## src/rtl/core/daily_schedule_level_interpolator_macros.svh

```systemverilog
// Assertion macros for the schedule level interpolator.
// Included by daily_schedule_level_interpolator, which checks its own logic; no other dependencies.
`ifndef DAILY_SCHEDULE_LEVEL_INTERPOLATOR_MACROS_SVH
`define DAILY_SCHEDULE_LEVEL_INTERPOLATOR_MACROS_SVH
`ifndef NO_ASSERTIONS
`define DSLI_ASSERT(lbl, clk, rstn, prop) \
  lbl: assert property (@(posedge clk) disable iff (!rstn) prop) \
    else $error("dsli assertion failed");
`define DSLI_ASSERT_NEXT(lbl, clk, rstn, ante, cons) \
  lbl: assert property (@(posedge clk) disable iff (!rstn) (ante) |=> (cons)) \
    else $error("dsli assertion failed");
`else
`define DSLI_ASSERT(lbl, clk, rstn, prop)
`define DSLI_ASSERT_NEXT(lbl, clk, rstn, ante, cons)
`endif
`endif

```

## src/rtl/core/dsli_pkg.sv

```systemverilog
// Shared constants, codes and types of the schedule level interpolator.
// No dependencies.
package dsli_pkg;

  localparam int unsigned POINTS_DEF    = 8;
  localparam int unsigned LEVEL_MAX_DEF = 1023;
  localparam int unsigned DAY_MINUTES   = 1440;
  localparam int unsigned MIN_W         = 11;
  localparam int unsigned LVL_W         = 16;

  localparam logic [1:0] KIND_TICK   = 2'd0;
  localparam logic [1:0] KIND_MODE   = 2'd1;
  localparam logic [1:0] KIND_MANUAL = 2'd2;
  localparam logic [1:0] KIND_POINT  = 2'd3;

  localparam logic [1:0] MODE_OFF    = 2'd0;
  localparam logic [1:0] MODE_MANUAL = 2'd1;
  localparam logic [1:0] MODE_SCHED  = 2'd2;

  typedef struct packed {
    logic             active;
    logic [MIN_W-1:0] minute;
    logic [LVL_W-1:0] level;
  } point_t;

endpackage

```

## src/rtl/core/daily_schedule_level_interpolator.sv

```systemverilog
// Items that need no table scan (tick, mode, manual, point) pass from accept through EXEC
// to DONE. A scheduled update scans one slot per cycle, then goes through DRAIN and MUL;
// where a division is needed, a serial divide (DIV) and FIN follow before DONE.
// One item at a time: the next item is taken in the cycle after the result is registered,
// even if not yet drained. Reset (async, active low): mode off, levels zero, slots inactive.
// Depends on dsli_pkg, dsli_point_table, dsli_divider and the assertion macro header.
`include "daily_schedule_level_interpolator_macros.svh"
module daily_schedule_level_interpolator import dsli_pkg::*; #(
  parameter int unsigned POINTS    = POINTS_DEF,
  parameter int unsigned LEVEL_MAX = LEVEL_MAX_DEF
) (
  input  logic        clk_i,
  input  logic        rst_ni,
  input  logic        s_axis_tvalid_i,
  output logic        s_axis_tready_o,
  // minute_of_day[10:0], time_valid[11], mode[13:12], level[29:14],
  // point_index[32:30], point_minute[43:33], point_deleted[44], zero[47:45]
  input  logic [47:0] s_axis_tdata_i,
  // kind[1:0]
  input  logic [1:0]  s_axis_tuser_i,
  output logic        m_axis_tvalid_o,
  input  logic        m_axis_tready_i,
  // accepted[0], drive_level[16:1], drive_changed[17], requested_level[33:18],
  // has_points[34], clock_ok[35], mode_now[37:36], zero[39:38]
  output logic [39:0] m_axis_tdata_o
);

  localparam int unsigned AW   = (POINTS > 1) ? $clog2(POINTS) : 1;
  localparam int unsigned NW   = 27;
  localparam logic [LVL_W-1:0] LvlMax = LVL_W'(LEVEL_MAX);
  localparam logic [MIN_W-1:0] DayMin = MIN_W'(DAY_MINUTES);

  localparam logic [2:0] ST_IDLE  = 3'd0;
  localparam logic [2:0] ST_EXEC  = 3'd1;
  localparam logic [2:0] ST_SCAN  = 3'd2;
  localparam logic [2:0] ST_DRAIN = 3'd3;
  localparam logic [2:0] ST_MUL   = 3'd4;
  localparam logic [2:0] ST_DIV   = 3'd5;
  localparam logic [2:0] ST_FIN   = 3'd6;
  localparam logic [2:0] ST_DONE  = 3'd7;

  logic [2:0]       state_q, state_d;
  logic [1:0]       it_kind_q;
  logic [MIN_W-1:0] it_minute_q;
  logic             it_tok_q;
  logic [1:0]       it_mode_q;
  logic [LVL_W-1:0] it_level_q;
  logic [2:0]       it_idx_q;
  logic [MIN_W-1:0] it_pmin_q;
  logic             it_pdel_q;

  logic [1:0]       mode_q, mode_d;
  logic [LVL_W-1:0] manual_q, manual_d;
  logic [LVL_W-1:0] sched_q, sched_d;
  logic [LVL_W-1:0] driven_q, driven_d;
  logic             clkok_q, clkok_d;
  logic             acc_q, acc_d;
  logic             chg_q, chg_d;

  logic [AW-1:0]    cnt_q, cnt_d;
  logic             rdv_q, rdv_d;
  logic [MIN_W-1:0] pd_q, pd_d, nd_q, nd_d;
  logic [LVL_W-1:0] plvl_q, plvl_d, nlvl_q, nlvl_d;
  logic [1:0]       npts_q, npts_d;
  logic [NW-1:0]    num;
  logic             neg_q, neg_d;

  logic             m_valid_q, m_valid_d;
  logic [39:0]      out_q, out_d;

  logic             accept;
  logic             wr_en;
  point_t           wr_entry;
  point_t           rd_entry;
  logic             has_points;
  logic             div_start, div_done;
  logic [NW-1:0]    div_quo;
  logic             drv_en;
  logic [LVL_W-1:0] drv_val;
  logic             upd;
  logic [MIN_W:0]   m_ext, p_ext, back, fwd;
  logic [MIN_W:0]   span_sum;
  logic [LVL_W-1:0] mag;
  logic [LVL_W+1:0] res;
  logic [LVL_W-1:0] req_lvl;

  assign accept          = s_axis_tvalid_i && s_axis_tready_o;
  assign s_axis_tready_o = (state_q == ST_IDLE);
  assign span_sum        = {1'b0, pd_q} + {1'b0, nd_q};

  always_comb begin
    state_d   = state_q;
    mode_d    = mode_q;
    manual_d  = manual_q;
    sched_d   = sched_q;
    driven_d  = driven_q;
    clkok_d   = clkok_q;
    acc_d     = acc_q;
    chg_d     = chg_q;
    cnt_d     = cnt_q;
    rdv_d     = rdv_q;
    pd_d      = pd_q;
    nd_d      = nd_q;
    plvl_d    = plvl_q;
    nlvl_d    = nlvl_q;
    npts_d    = npts_q;
    num       = '0;
    neg_d     = neg_q;
    m_valid_d = m_valid_q;
    out_d     = out_q;
    wr_en     = 1'b0;
    div_start = 1'b0;
    drv_en    = 1'b0;
    drv_val   = '0;
    upd       = 1'b0;
    mag       = '0;
    res       = '0;
    req_lvl   = '0;
    m_ext     = {1'b0, it_minute_q};
    p_ext     = {1'b0, rd_entry.minute};
    back      = (m_ext >= p_ext) ? (m_ext - p_ext) : (m_ext + {1'b0, DayMin} - p_ext);
    fwd       = (p_ext >= m_ext) ? (p_ext - m_ext) : (p_ext + {1'b0, DayMin} - m_ext);

    if (m_axis_tready_i) begin
      m_valid_d = 1'b0;
    end

    case (state_q)
      ST_IDLE: begin
        if (accept) begin
          acc_d   = 1'b1;
          chg_d   = 1'b0;
          state_d = ST_EXEC;
        end
      end
      ST_EXEC: begin
        case (it_kind_q)
          KIND_TICK: begin
            if (mode_q == MODE_OFF) begin
              drv_en = 1'b1;
            end else if (mode_q == MODE_SCHED) begin
              upd = 1'b1;
            end
          end
          KIND_MODE: begin
            case (it_mode_q)
              MODE_OFF: begin
                mode_d = MODE_OFF;
                drv_en = 1'b1;
              end
              MODE_MANUAL: begin
                manual_d = driven_q;
                mode_d   = MODE_MANUAL;
              end
              MODE_SCHED: begin
                mode_d = MODE_SCHED;
                upd    = 1'b1;
              end
              default: acc_d = 1'b0;
            endcase
          end
          KIND_MANUAL: begin
            if (it_level_q > LvlMax) begin
              acc_d = 1'b0;
            end else begin
              manual_d = it_level_q;
              mode_d   = MODE_MANUAL;
              drv_en   = 1'b1;
              drv_val  = it_level_q;
            end
          end
          default: begin
            if ((32'(it_idx_q) >= POINTS) || (it_pmin_q >= DayMin) ||
                (it_level_q > LvlMax)) begin
              acc_d = 1'b0;
            end else begin
              wr_en = 1'b1;
              if (mode_q == MODE_SCHED) begin
                upd = 1'b1;
              end
            end
          end
        endcase
        state_d = ST_DONE;
        if (upd) begin
          clkok_d = it_tok_q && (it_minute_q < DayMin);
          if (clkok_d) begin
            cnt_d   = '0;
            rdv_d   = 1'b0;
            pd_d    = DayMin;
            nd_d    = DayMin;
            npts_d  = '0;
            state_d = ST_SCAN;
          end else begin
            sched_d = '0;
            drv_en  = 1'b1;
          end
        end
      end
      ST_SCAN, ST_DRAIN: begin
        if (rdv_q && rd_entry.active) begin
          if (npts_q != 2'd2) begin
            npts_d = npts_q + 1'b1;
          end
          if (back[MIN_W-1:0] < pd_q) begin
            pd_d   = back[MIN_W-1:0];
            plvl_d = rd_entry.level;
          end
          if (fwd[MIN_W-1:0] < nd_q) begin
            nd_d   = fwd[MIN_W-1:0];
            nlvl_d = rd_entry.level;
          end
        end
        if (state_q == ST_SCAN) begin
          rdv_d = 1'b1;
          cnt_d = cnt_q + 1'b1;
          if (cnt_q == AW'(POINTS - 1)) begin
            state_d = ST_DRAIN;
          end
        end else begin
          rdv_d   = 1'b0;
          state_d = ST_MUL;
        end
      end
      ST_MUL: begin
        if (npts_q == 2'd0) begin
          sched_d = '0;
          drv_en  = 1'b1;
          state_d = ST_DONE;
        end else if ((npts_q == 2'd1) || (span_sum == '0)) begin
          sched_d = plvl_q;
          drv_en  = 1'b1;
          drv_val = plvl_q;
          state_d = ST_DONE;
        end else begin
          neg_d     = (nlvl_q < plvl_q);
          mag       = neg_d ? (plvl_q - nlvl_q) : (nlvl_q - plvl_q);
          num       = NW'(mag * pd_q) + NW'(span_sum[MIN_W:1]);
          div_start = 1'b1;
          state_d   = ST_DIV;
        end
      end
      ST_DIV: begin
        if (div_done) begin
          state_d = ST_FIN;
        end
      end
      ST_FIN: begin
        res = neg_q ? ({2'b00, plvl_q} - {2'b00, div_quo[LVL_W-1:0]})
                    : ({2'b00, plvl_q} + {2'b00, div_quo[LVL_W-1:0]});
        if (res[LVL_W+1]) begin
          sched_d = '0;
        end else if (res > {2'b00, LvlMax}) begin
          sched_d = LvlMax;
        end else begin
          sched_d = res[LVL_W-1:0];
        end
        drv_en  = 1'b1;
        drv_val = sched_d;
        state_d = ST_DONE;
      end
      default: begin
        if (!m_valid_q || m_axis_tready_i) begin
          case (mode_q)
            MODE_OFF:    req_lvl = '0;
            MODE_MANUAL: req_lvl = manual_q;
            default:     req_lvl = sched_q;
          endcase
          out_d     = {2'b00, mode_q, clkok_q, has_points, req_lvl, chg_q, driven_q, acc_q};
          m_valid_d = 1'b1;
          state_d   = ST_IDLE;
        end
      end
    endcase

    if (drv_en && (driven_q != drv_val)) begin
      driven_d = drv_val;
      chg_d    = 1'b1;
    end
  end

  assign wr_entry = '{active: !it_pdel_q, minute: it_pmin_q, level: it_level_q};

  dsli_point_table #(
    .POINTS (POINTS),
    .AW     (AW)
  ) u_table (
    .clk_i        (clk_i),
    .rst_ni       (rst_ni),
    .wr_en_i      (wr_en),
    .wr_addr_i    (AW'(it_idx_q)),
    .wr_entry_i   (wr_entry),
    .rd_addr_i    (cnt_q),
    .rd_entry_o   (rd_entry),
    .has_points_o (has_points)
  );

  dsli_divider #(
    .NW (NW),
    .DW (MIN_W)
  ) u_div (
    .clk_i   (clk_i),
    .rst_ni  (rst_ni),
    .start_i (div_start),
    .num_i   (num),
    .den_i   (span_sum[MIN_W-1:0]),
    .done_o  (div_done),
    .quo_o   (div_quo)
  );

  always_ff @(posedge clk_i or negedge rst_ni) begin
    if (!rst_ni) begin
      state_q   <= ST_IDLE;
      mode_q    <= MODE_OFF;
      manual_q  <= '0;
      sched_q   <= '0;
      driven_q  <= '0;
      clkok_q   <= 1'b0;
      acc_q     <= 1'b0;
      chg_q     <= 1'b0;
      cnt_q     <= '0;
      rdv_q     <= 1'b0;
      npts_q    <= '0;
      m_valid_q <= 1'b0;
    end else begin
      state_q   <= state_d;
      mode_q    <= mode_d;
      manual_q  <= manual_d;
      sched_q   <= sched_d;
      driven_q  <= driven_d;
      clkok_q   <= clkok_d;
      acc_q     <= acc_d;
      chg_q     <= chg_d;
      cnt_q     <= cnt_d;
      rdv_q     <= rdv_d;
      npts_q    <= npts_d;
      m_valid_q <= m_valid_d;
    end
  end

  always_ff @(posedge clk_i) begin
    if (accept) begin
      it_minute_q <= s_axis_tdata_i[10:0];
      it_tok_q    <= s_axis_tdata_i[11];
      it_mode_q   <= s_axis_tdata_i[13:12];
      it_level_q  <= s_axis_tdata_i[29:14];
      it_idx_q    <= s_axis_tdata_i[32:30];
      it_pmin_q   <= s_axis_tdata_i[43:33];
      it_pdel_q   <= s_axis_tdata_i[44];
      it_kind_q   <= s_axis_tuser_i;
    end
    pd_q   <= pd_d;
    nd_q   <= nd_d;
    plvl_q <= plvl_d;
    nlvl_q <= nlvl_d;
    neg_q  <= neg_d;
    out_q  <= out_d;
  end

  assign m_axis_tvalid_o = m_valid_q;
  assign m_axis_tdata_o  = out_q;

  `DSLI_ASSERT_NEXT(a_busy_after_accept, clk_i, rst_ni, accept, !s_axis_tready_o)
  `DSLI_ASSERT(a_drive_in_range, clk_i, rst_ni, driven_q <= LvlMax)
  `DSLI_ASSERT(a_off_drives_zero, clk_i, rst_ni, (state_q == ST_IDLE && mode_q == MODE_OFF) |-> driven_q == '0)
  `DSLI_ASSERT(a_div_done_in_div, clk_i, rst_ni, div_done |-> state_q == ST_DIV)

endmodule

```

## src/rtl/core/dsli_point_table.sv

```systemverilog
// Schedule point table: minute/level memory plus per-slot active flags.
// Depends on dsli_pkg.
module dsli_point_table import dsli_pkg::*; #(
  parameter int unsigned POINTS = POINTS_DEF,
  parameter int unsigned AW     = (POINTS > 1) ? $clog2(POINTS) : 1
) (
  input  logic          clk_i,
  input  logic          rst_ni,
  input  logic          wr_en_i,
  input  logic [AW-1:0] wr_addr_i,
  input  point_t        wr_entry_i,
  input  logic [AW-1:0] rd_addr_i,
  output point_t        rd_entry_o,
  output logic          has_points_o
);

  logic [MIN_W-1:0] minute_mem [POINTS];
  logic [LVL_W-1:0] level_mem  [POINTS];
  logic [POINTS-1:0] active_q;
  logic [MIN_W-1:0] rd_minute_q;
  logic [LVL_W-1:0] rd_level_q;
  logic             rd_active_q;

  always_ff @(posedge clk_i) begin
    if (wr_en_i) begin
      minute_mem[wr_addr_i] <= wr_entry_i.minute;
      level_mem[wr_addr_i]  <= wr_entry_i.level;
    end
    rd_minute_q <= minute_mem[rd_addr_i];
    rd_level_q  <= level_mem[rd_addr_i];
  end

  always_ff @(posedge clk_i or negedge rst_ni) begin
    if (!rst_ni) begin
      active_q    <= '0;
      rd_active_q <= 1'b0;
    end else begin
      if (wr_en_i) begin
        active_q[wr_addr_i] <= wr_entry_i.active;
      end
      rd_active_q <= active_q[rd_addr_i];
    end
  end

  assign rd_entry_o   = '{active: rd_active_q, minute: rd_minute_q, level: rd_level_q};
  assign has_points_o = |active_q;

endmodule

```

## src/rtl/core/dsli_divider.sv

```systemverilog
// Restoring radix-2 unsigned divider, one quotient bit per cycle.
// Depends on dsli_pkg for the default of DW (MIN_W).
module dsli_divider import dsli_pkg::*; #(
  parameter int unsigned NW = 27,
  parameter int unsigned DW = MIN_W
) (
  input  logic          clk_i,
  input  logic          rst_ni,
  input  logic          start_i,
  input  logic [NW-1:0] num_i,
  input  logic [DW-1:0] den_i,
  output logic          done_o,
  output logic [NW-1:0] quo_o
);

  localparam int unsigned CW = $clog2(NW + 1);

  logic          busy_q, busy_d;
  logic          done_q, done_d;
  logic [CW-1:0] cnt_q, cnt_d;
  logic [DW:0]   rem_q, rem_d;
  logic [NW-1:0] quo_q, quo_d;
  logic [DW-1:0] den_q, den_d;
  logic [DW:0]   rem_sh;
  logic [DW+1:0] trial;

  always_comb begin
    busy_d = busy_q;
    done_d = 1'b0;
    cnt_d  = cnt_q;
    rem_d  = rem_q;
    quo_d  = quo_q;
    den_d  = den_q;
    rem_sh = {rem_q[DW-1:0], quo_q[NW-1]};
    trial  = {1'b0, rem_sh} - {2'b00, den_q};
    if (start_i) begin
      busy_d = 1'b1;
      cnt_d  = '0;
      rem_d  = '0;
      quo_d  = num_i;
      den_d  = den_i;
    end else if (busy_q) begin
      if (!trial[DW+1]) begin
        rem_d = trial[DW:0];
        quo_d = {quo_q[NW-2:0], 1'b1};
      end else begin
        rem_d = rem_sh;
        quo_d = {quo_q[NW-2:0], 1'b0};
      end
      cnt_d = cnt_q + 1'b1;
      if (cnt_q == CW'(NW - 1)) begin
        busy_d = 1'b0;
        done_d = 1'b1;
      end
    end
  end

  always_ff @(posedge clk_i or negedge rst_ni) begin
    if (!rst_ni) begin
      busy_q <= 1'b0;
      done_q <= 1'b0;
      cnt_q  <= '0;
    end else begin
      busy_q <= busy_d;
      done_q <= done_d;
      cnt_q  <= cnt_d;
    end
  end

  always_ff @(posedge clk_i) begin
    rem_q <= rem_d;
    quo_q <= quo_d;
    den_q <= den_d;
  end

  assign done_o = done_q;
  assign quo_o  = quo_q;

endmodule

```

## config.mk

```make
export PLATFORM = sky130hd
export DESIGN_NAME = daily_schedule_level_interpolator
export DESIGN_NICKNAME = d
export VERILOG_FILES = /design/src/rtl/core/dsli_pkg.sv /design/src/rtl/core/daily_schedule_level_interpolator.sv /design/src/rtl/core/dsli_point_table.sv /design/src/rtl/core/dsli_divider.sv
export VERILOG_INCLUDE_DIRS = /design/src /design/src/rtl/core
export SDC_FILE = /design/constraint.sdc
export NUM_CORES = 1
export LEC_CHECK = 0
export ABC_AREA = 1
export BUFFER_PORTS_ARGS = -buffer_cell sky130_fd_sc_hd__buf_2
export CORE_MARGIN = 2
export CORE_UTILIZATION = 60
export DETAILED_ROUTE_END_ITERATION = 8
export PLACE_DENSITY = 0.86
export SLEW_MARGIN = 20
export SYNTH_ARGS = -nofsm -noshare
export SYNTH_HDL_FRONTEND = slang
export SYNTH_SLANG_ARGS = --single-unit
```

## constraint.sdc

```tcl
create_clock -name clk_i -period 9.6 [get_ports clk_i]
set_clock_uncertainty 0.05 [all_clocks]
set_input_delay 1.92 -clock clk_i [delete_from_list [all_inputs] [get_ports clk_i]]
set_output_delay 1.92 -clock clk_i [all_outputs]
set_load 0.02 [all_outputs]
```

==> flow_summary.yaml <==
status:
  run_status: "complete, no violations"
synth:
  yosys_warnings: 0
  syn_inst: 3603
  yosysUniqueCellTypes: 59
  synth.ff_latch_count: 511
  avgSynthCellArea_um2: 9.12
  synthArstFlopShare_pct: 15.5
  synth_edf_count: 394
  synth_area_mm2: 0.0328
  synth_flop_cell: "edfxtp_1"
  synth_seq_area_share_pct: 44.4
global_routing:
  grt_pass1_vias: 25000
  antenna_found_initial: 1
  grt_max_degree: 99
  grt_pass1_wl_mm: 126
  gr-total-overflow: 0
  grt_usage_pct: 28.3
sta:
  setup_viol: 0
  fmax_ghz: 0.110
  hold_viol: 0
  rsz0062_at_grt: "false"
  tightest_slew_ns: 1.17
  setup_tns_ns: 0
  maxSlewHeadroom_pct: 21.3
  drv_slew: 0
  fin_crit_ns: 9.09
  fin_crit_sh_pct: 94.7
floorplanning:
  design.die.area_mm2: 0.0566
  ios: 96
  rows: 85
  initial_core_util_pct: 60.9
  core_mm2: 0.0539
  die_h_um: 238
  die_x_um: 238
drt:
  initialDrtViolationCount: 2814
  routed.top_layer: "met4"
  vias_per_cell: 5.76
  drt-met1-wl_mm: 31.2
  dr_wl_met2_mm: 39.3
  firstDrtPassIters: 6
  ant_nets: 0
  vias: 25400
  totalWireLength_mm: 80.7
  wl_per_cell_um: 18.3
  wl_met3_mm: 7.11
  drc: 0
setup_path:
  crit_fanout: 14
  start_kind: "register"
  slowest_stage: "edfxtp_1"
  cp_top_family: "adder cells"
  cp-end-kind: "register"
  crit_type: "register to register"
  crit_start: "plvl_q[1]"
  r2r-start: "plvl_q[1]"
  critPathBufInv: 10
  cp.arrival_ns: 9.42
  crit_top_cell: "inv_1"
  crit_path_max_incr_delay_ns: 0.62
  worstPathRequired_ns: 9.93
finish:
  final_cell_mix: "638 x inv_1, 630 x nand2_1, 409 x nor2_1, 394 x edfxtp_1, 260 x o21ai_0"
  nNetsFinal: 4113
  areaGrowthSynthToFinish_pct: 9.04
  final_util_pct: 66.4
  mostFrequentLayoutCell: "inv_1"
  drive_above_1_share_pct: 7.08
run:
  cap_violations: 0
clock_tree:
  ctsHoldBuffers: 0
  cts_buffer_depth: 3
  cts_tree: "built"
  clk_latency_ns: 0.63
  clkTransAtPathRegs_ns: 0.07
  h-tree-depth: 2
  numCtsBuffers: 52
  root_buffer: "clkbuf_16"
  clock-sinks: 511
place:
  io_buffers: 90
  dpl.hpwl_mm: 57.0
  place_congestion: 0.953
worst_hold_path:
  hp-start: "u_table.rd_level_q[10]"
  hp-class: "register to register"
==> per-stage QoR <==
step,instance area (µm²),hold WS (ns),setup WS (ns),cells
global route,35800,0.391,0.00413,4410
floorplan,32900,0.354,1.82,3604
global placement,34000,0.356,0.829,4311
CTS,35800,0.382,0.462,4409
finish,35800,0.387,0.510,4412
detailed placement,34000,0.366,0.573,4311
==> flip-flops by register name, indices dropped and copies added, names as in the netlist, 27 cells and up <==
register / flops
u_table.level_mem: 128
u_div.quo_o: 27
u_table.minute_mem: 88
m_axis_tdata_o: 38
==> area by class of cell <==
cell class                      instances  area, µm²
Antenna cell                            2       5.00
Clock buffer                           65       1400
Clock inverter                         33        405
Fill cell                            3915      18100
Inverter                              653       2450
Multi-Input combinational cell       2332      15400
Sequential cell                       511      14600
Tap cell                              696        871
Timing Repair Buffer                  120        698
==> kinds of logic (layout without fill, tap and decap cells) <==
group / Yosys count / count (layout) / synth area share (%)
buf+inv: 761 / 871 / 8.91
other cells: 1 / 4 / 0.0114
simple gates: 1275 / 1275 / 15.8
mux: 1 / 1 / 0.0305
fa+ha+maj: 389 / 389 / 18.4
xor+xnor: 95 / 95 / 2.56
flops: 511 / 511 / 44.4
compound gates: 570 / 570 / 9.89
==> metal layers <==
metal  up-vias  GRT usage (%)
met5         -              0
met2      1276           48.1
met4         0           11.6
met3       241           4.85
met1     12100           36.2
li1      11800              -
==> synth_stat cells, types with 76 or more instances <==
cell      number  area (µm²)
a21oi_1      117         586
inv_1        640        2400
edfxtp_1     394       11800
xor2_1        76         666
o21ai_0      261        1310
clkbuf_1      83         312
ha_1         231        2890
nor2_1       421        1580
dfrtp_1       79        1980
nand2_1      630        2360
nand3_1      142         711
fa_1         158        3160
==> timing repair <==
item	4_1_cts	5_1_grt
endpoints found under the hold margin	0	0
endpoints found under the setup margin	0	2
gates resized for setup	0	2
setup buffers	0	0
==> path summary, 6_finish.rpt <==
kind	endpoint	slack (ns)	cells after the start
setup / recovery	u_div.quo_o[25]	0.51	40
hold / removal	nlvl_q[10]	0.39	0
setup reg to reg	u_div.quo_o[25]	0.51	40
hold reg to reg	nlvl_q[10]	0.39	0
max in group asynchronous	u_div.cnt_q[0]	7.26	2
min in group asynchronous	manual_q[5]	1.14	1
Power is not shown: default switching activity piles up to over one toggle a cycle in this logic, so the estimate is an artifact.
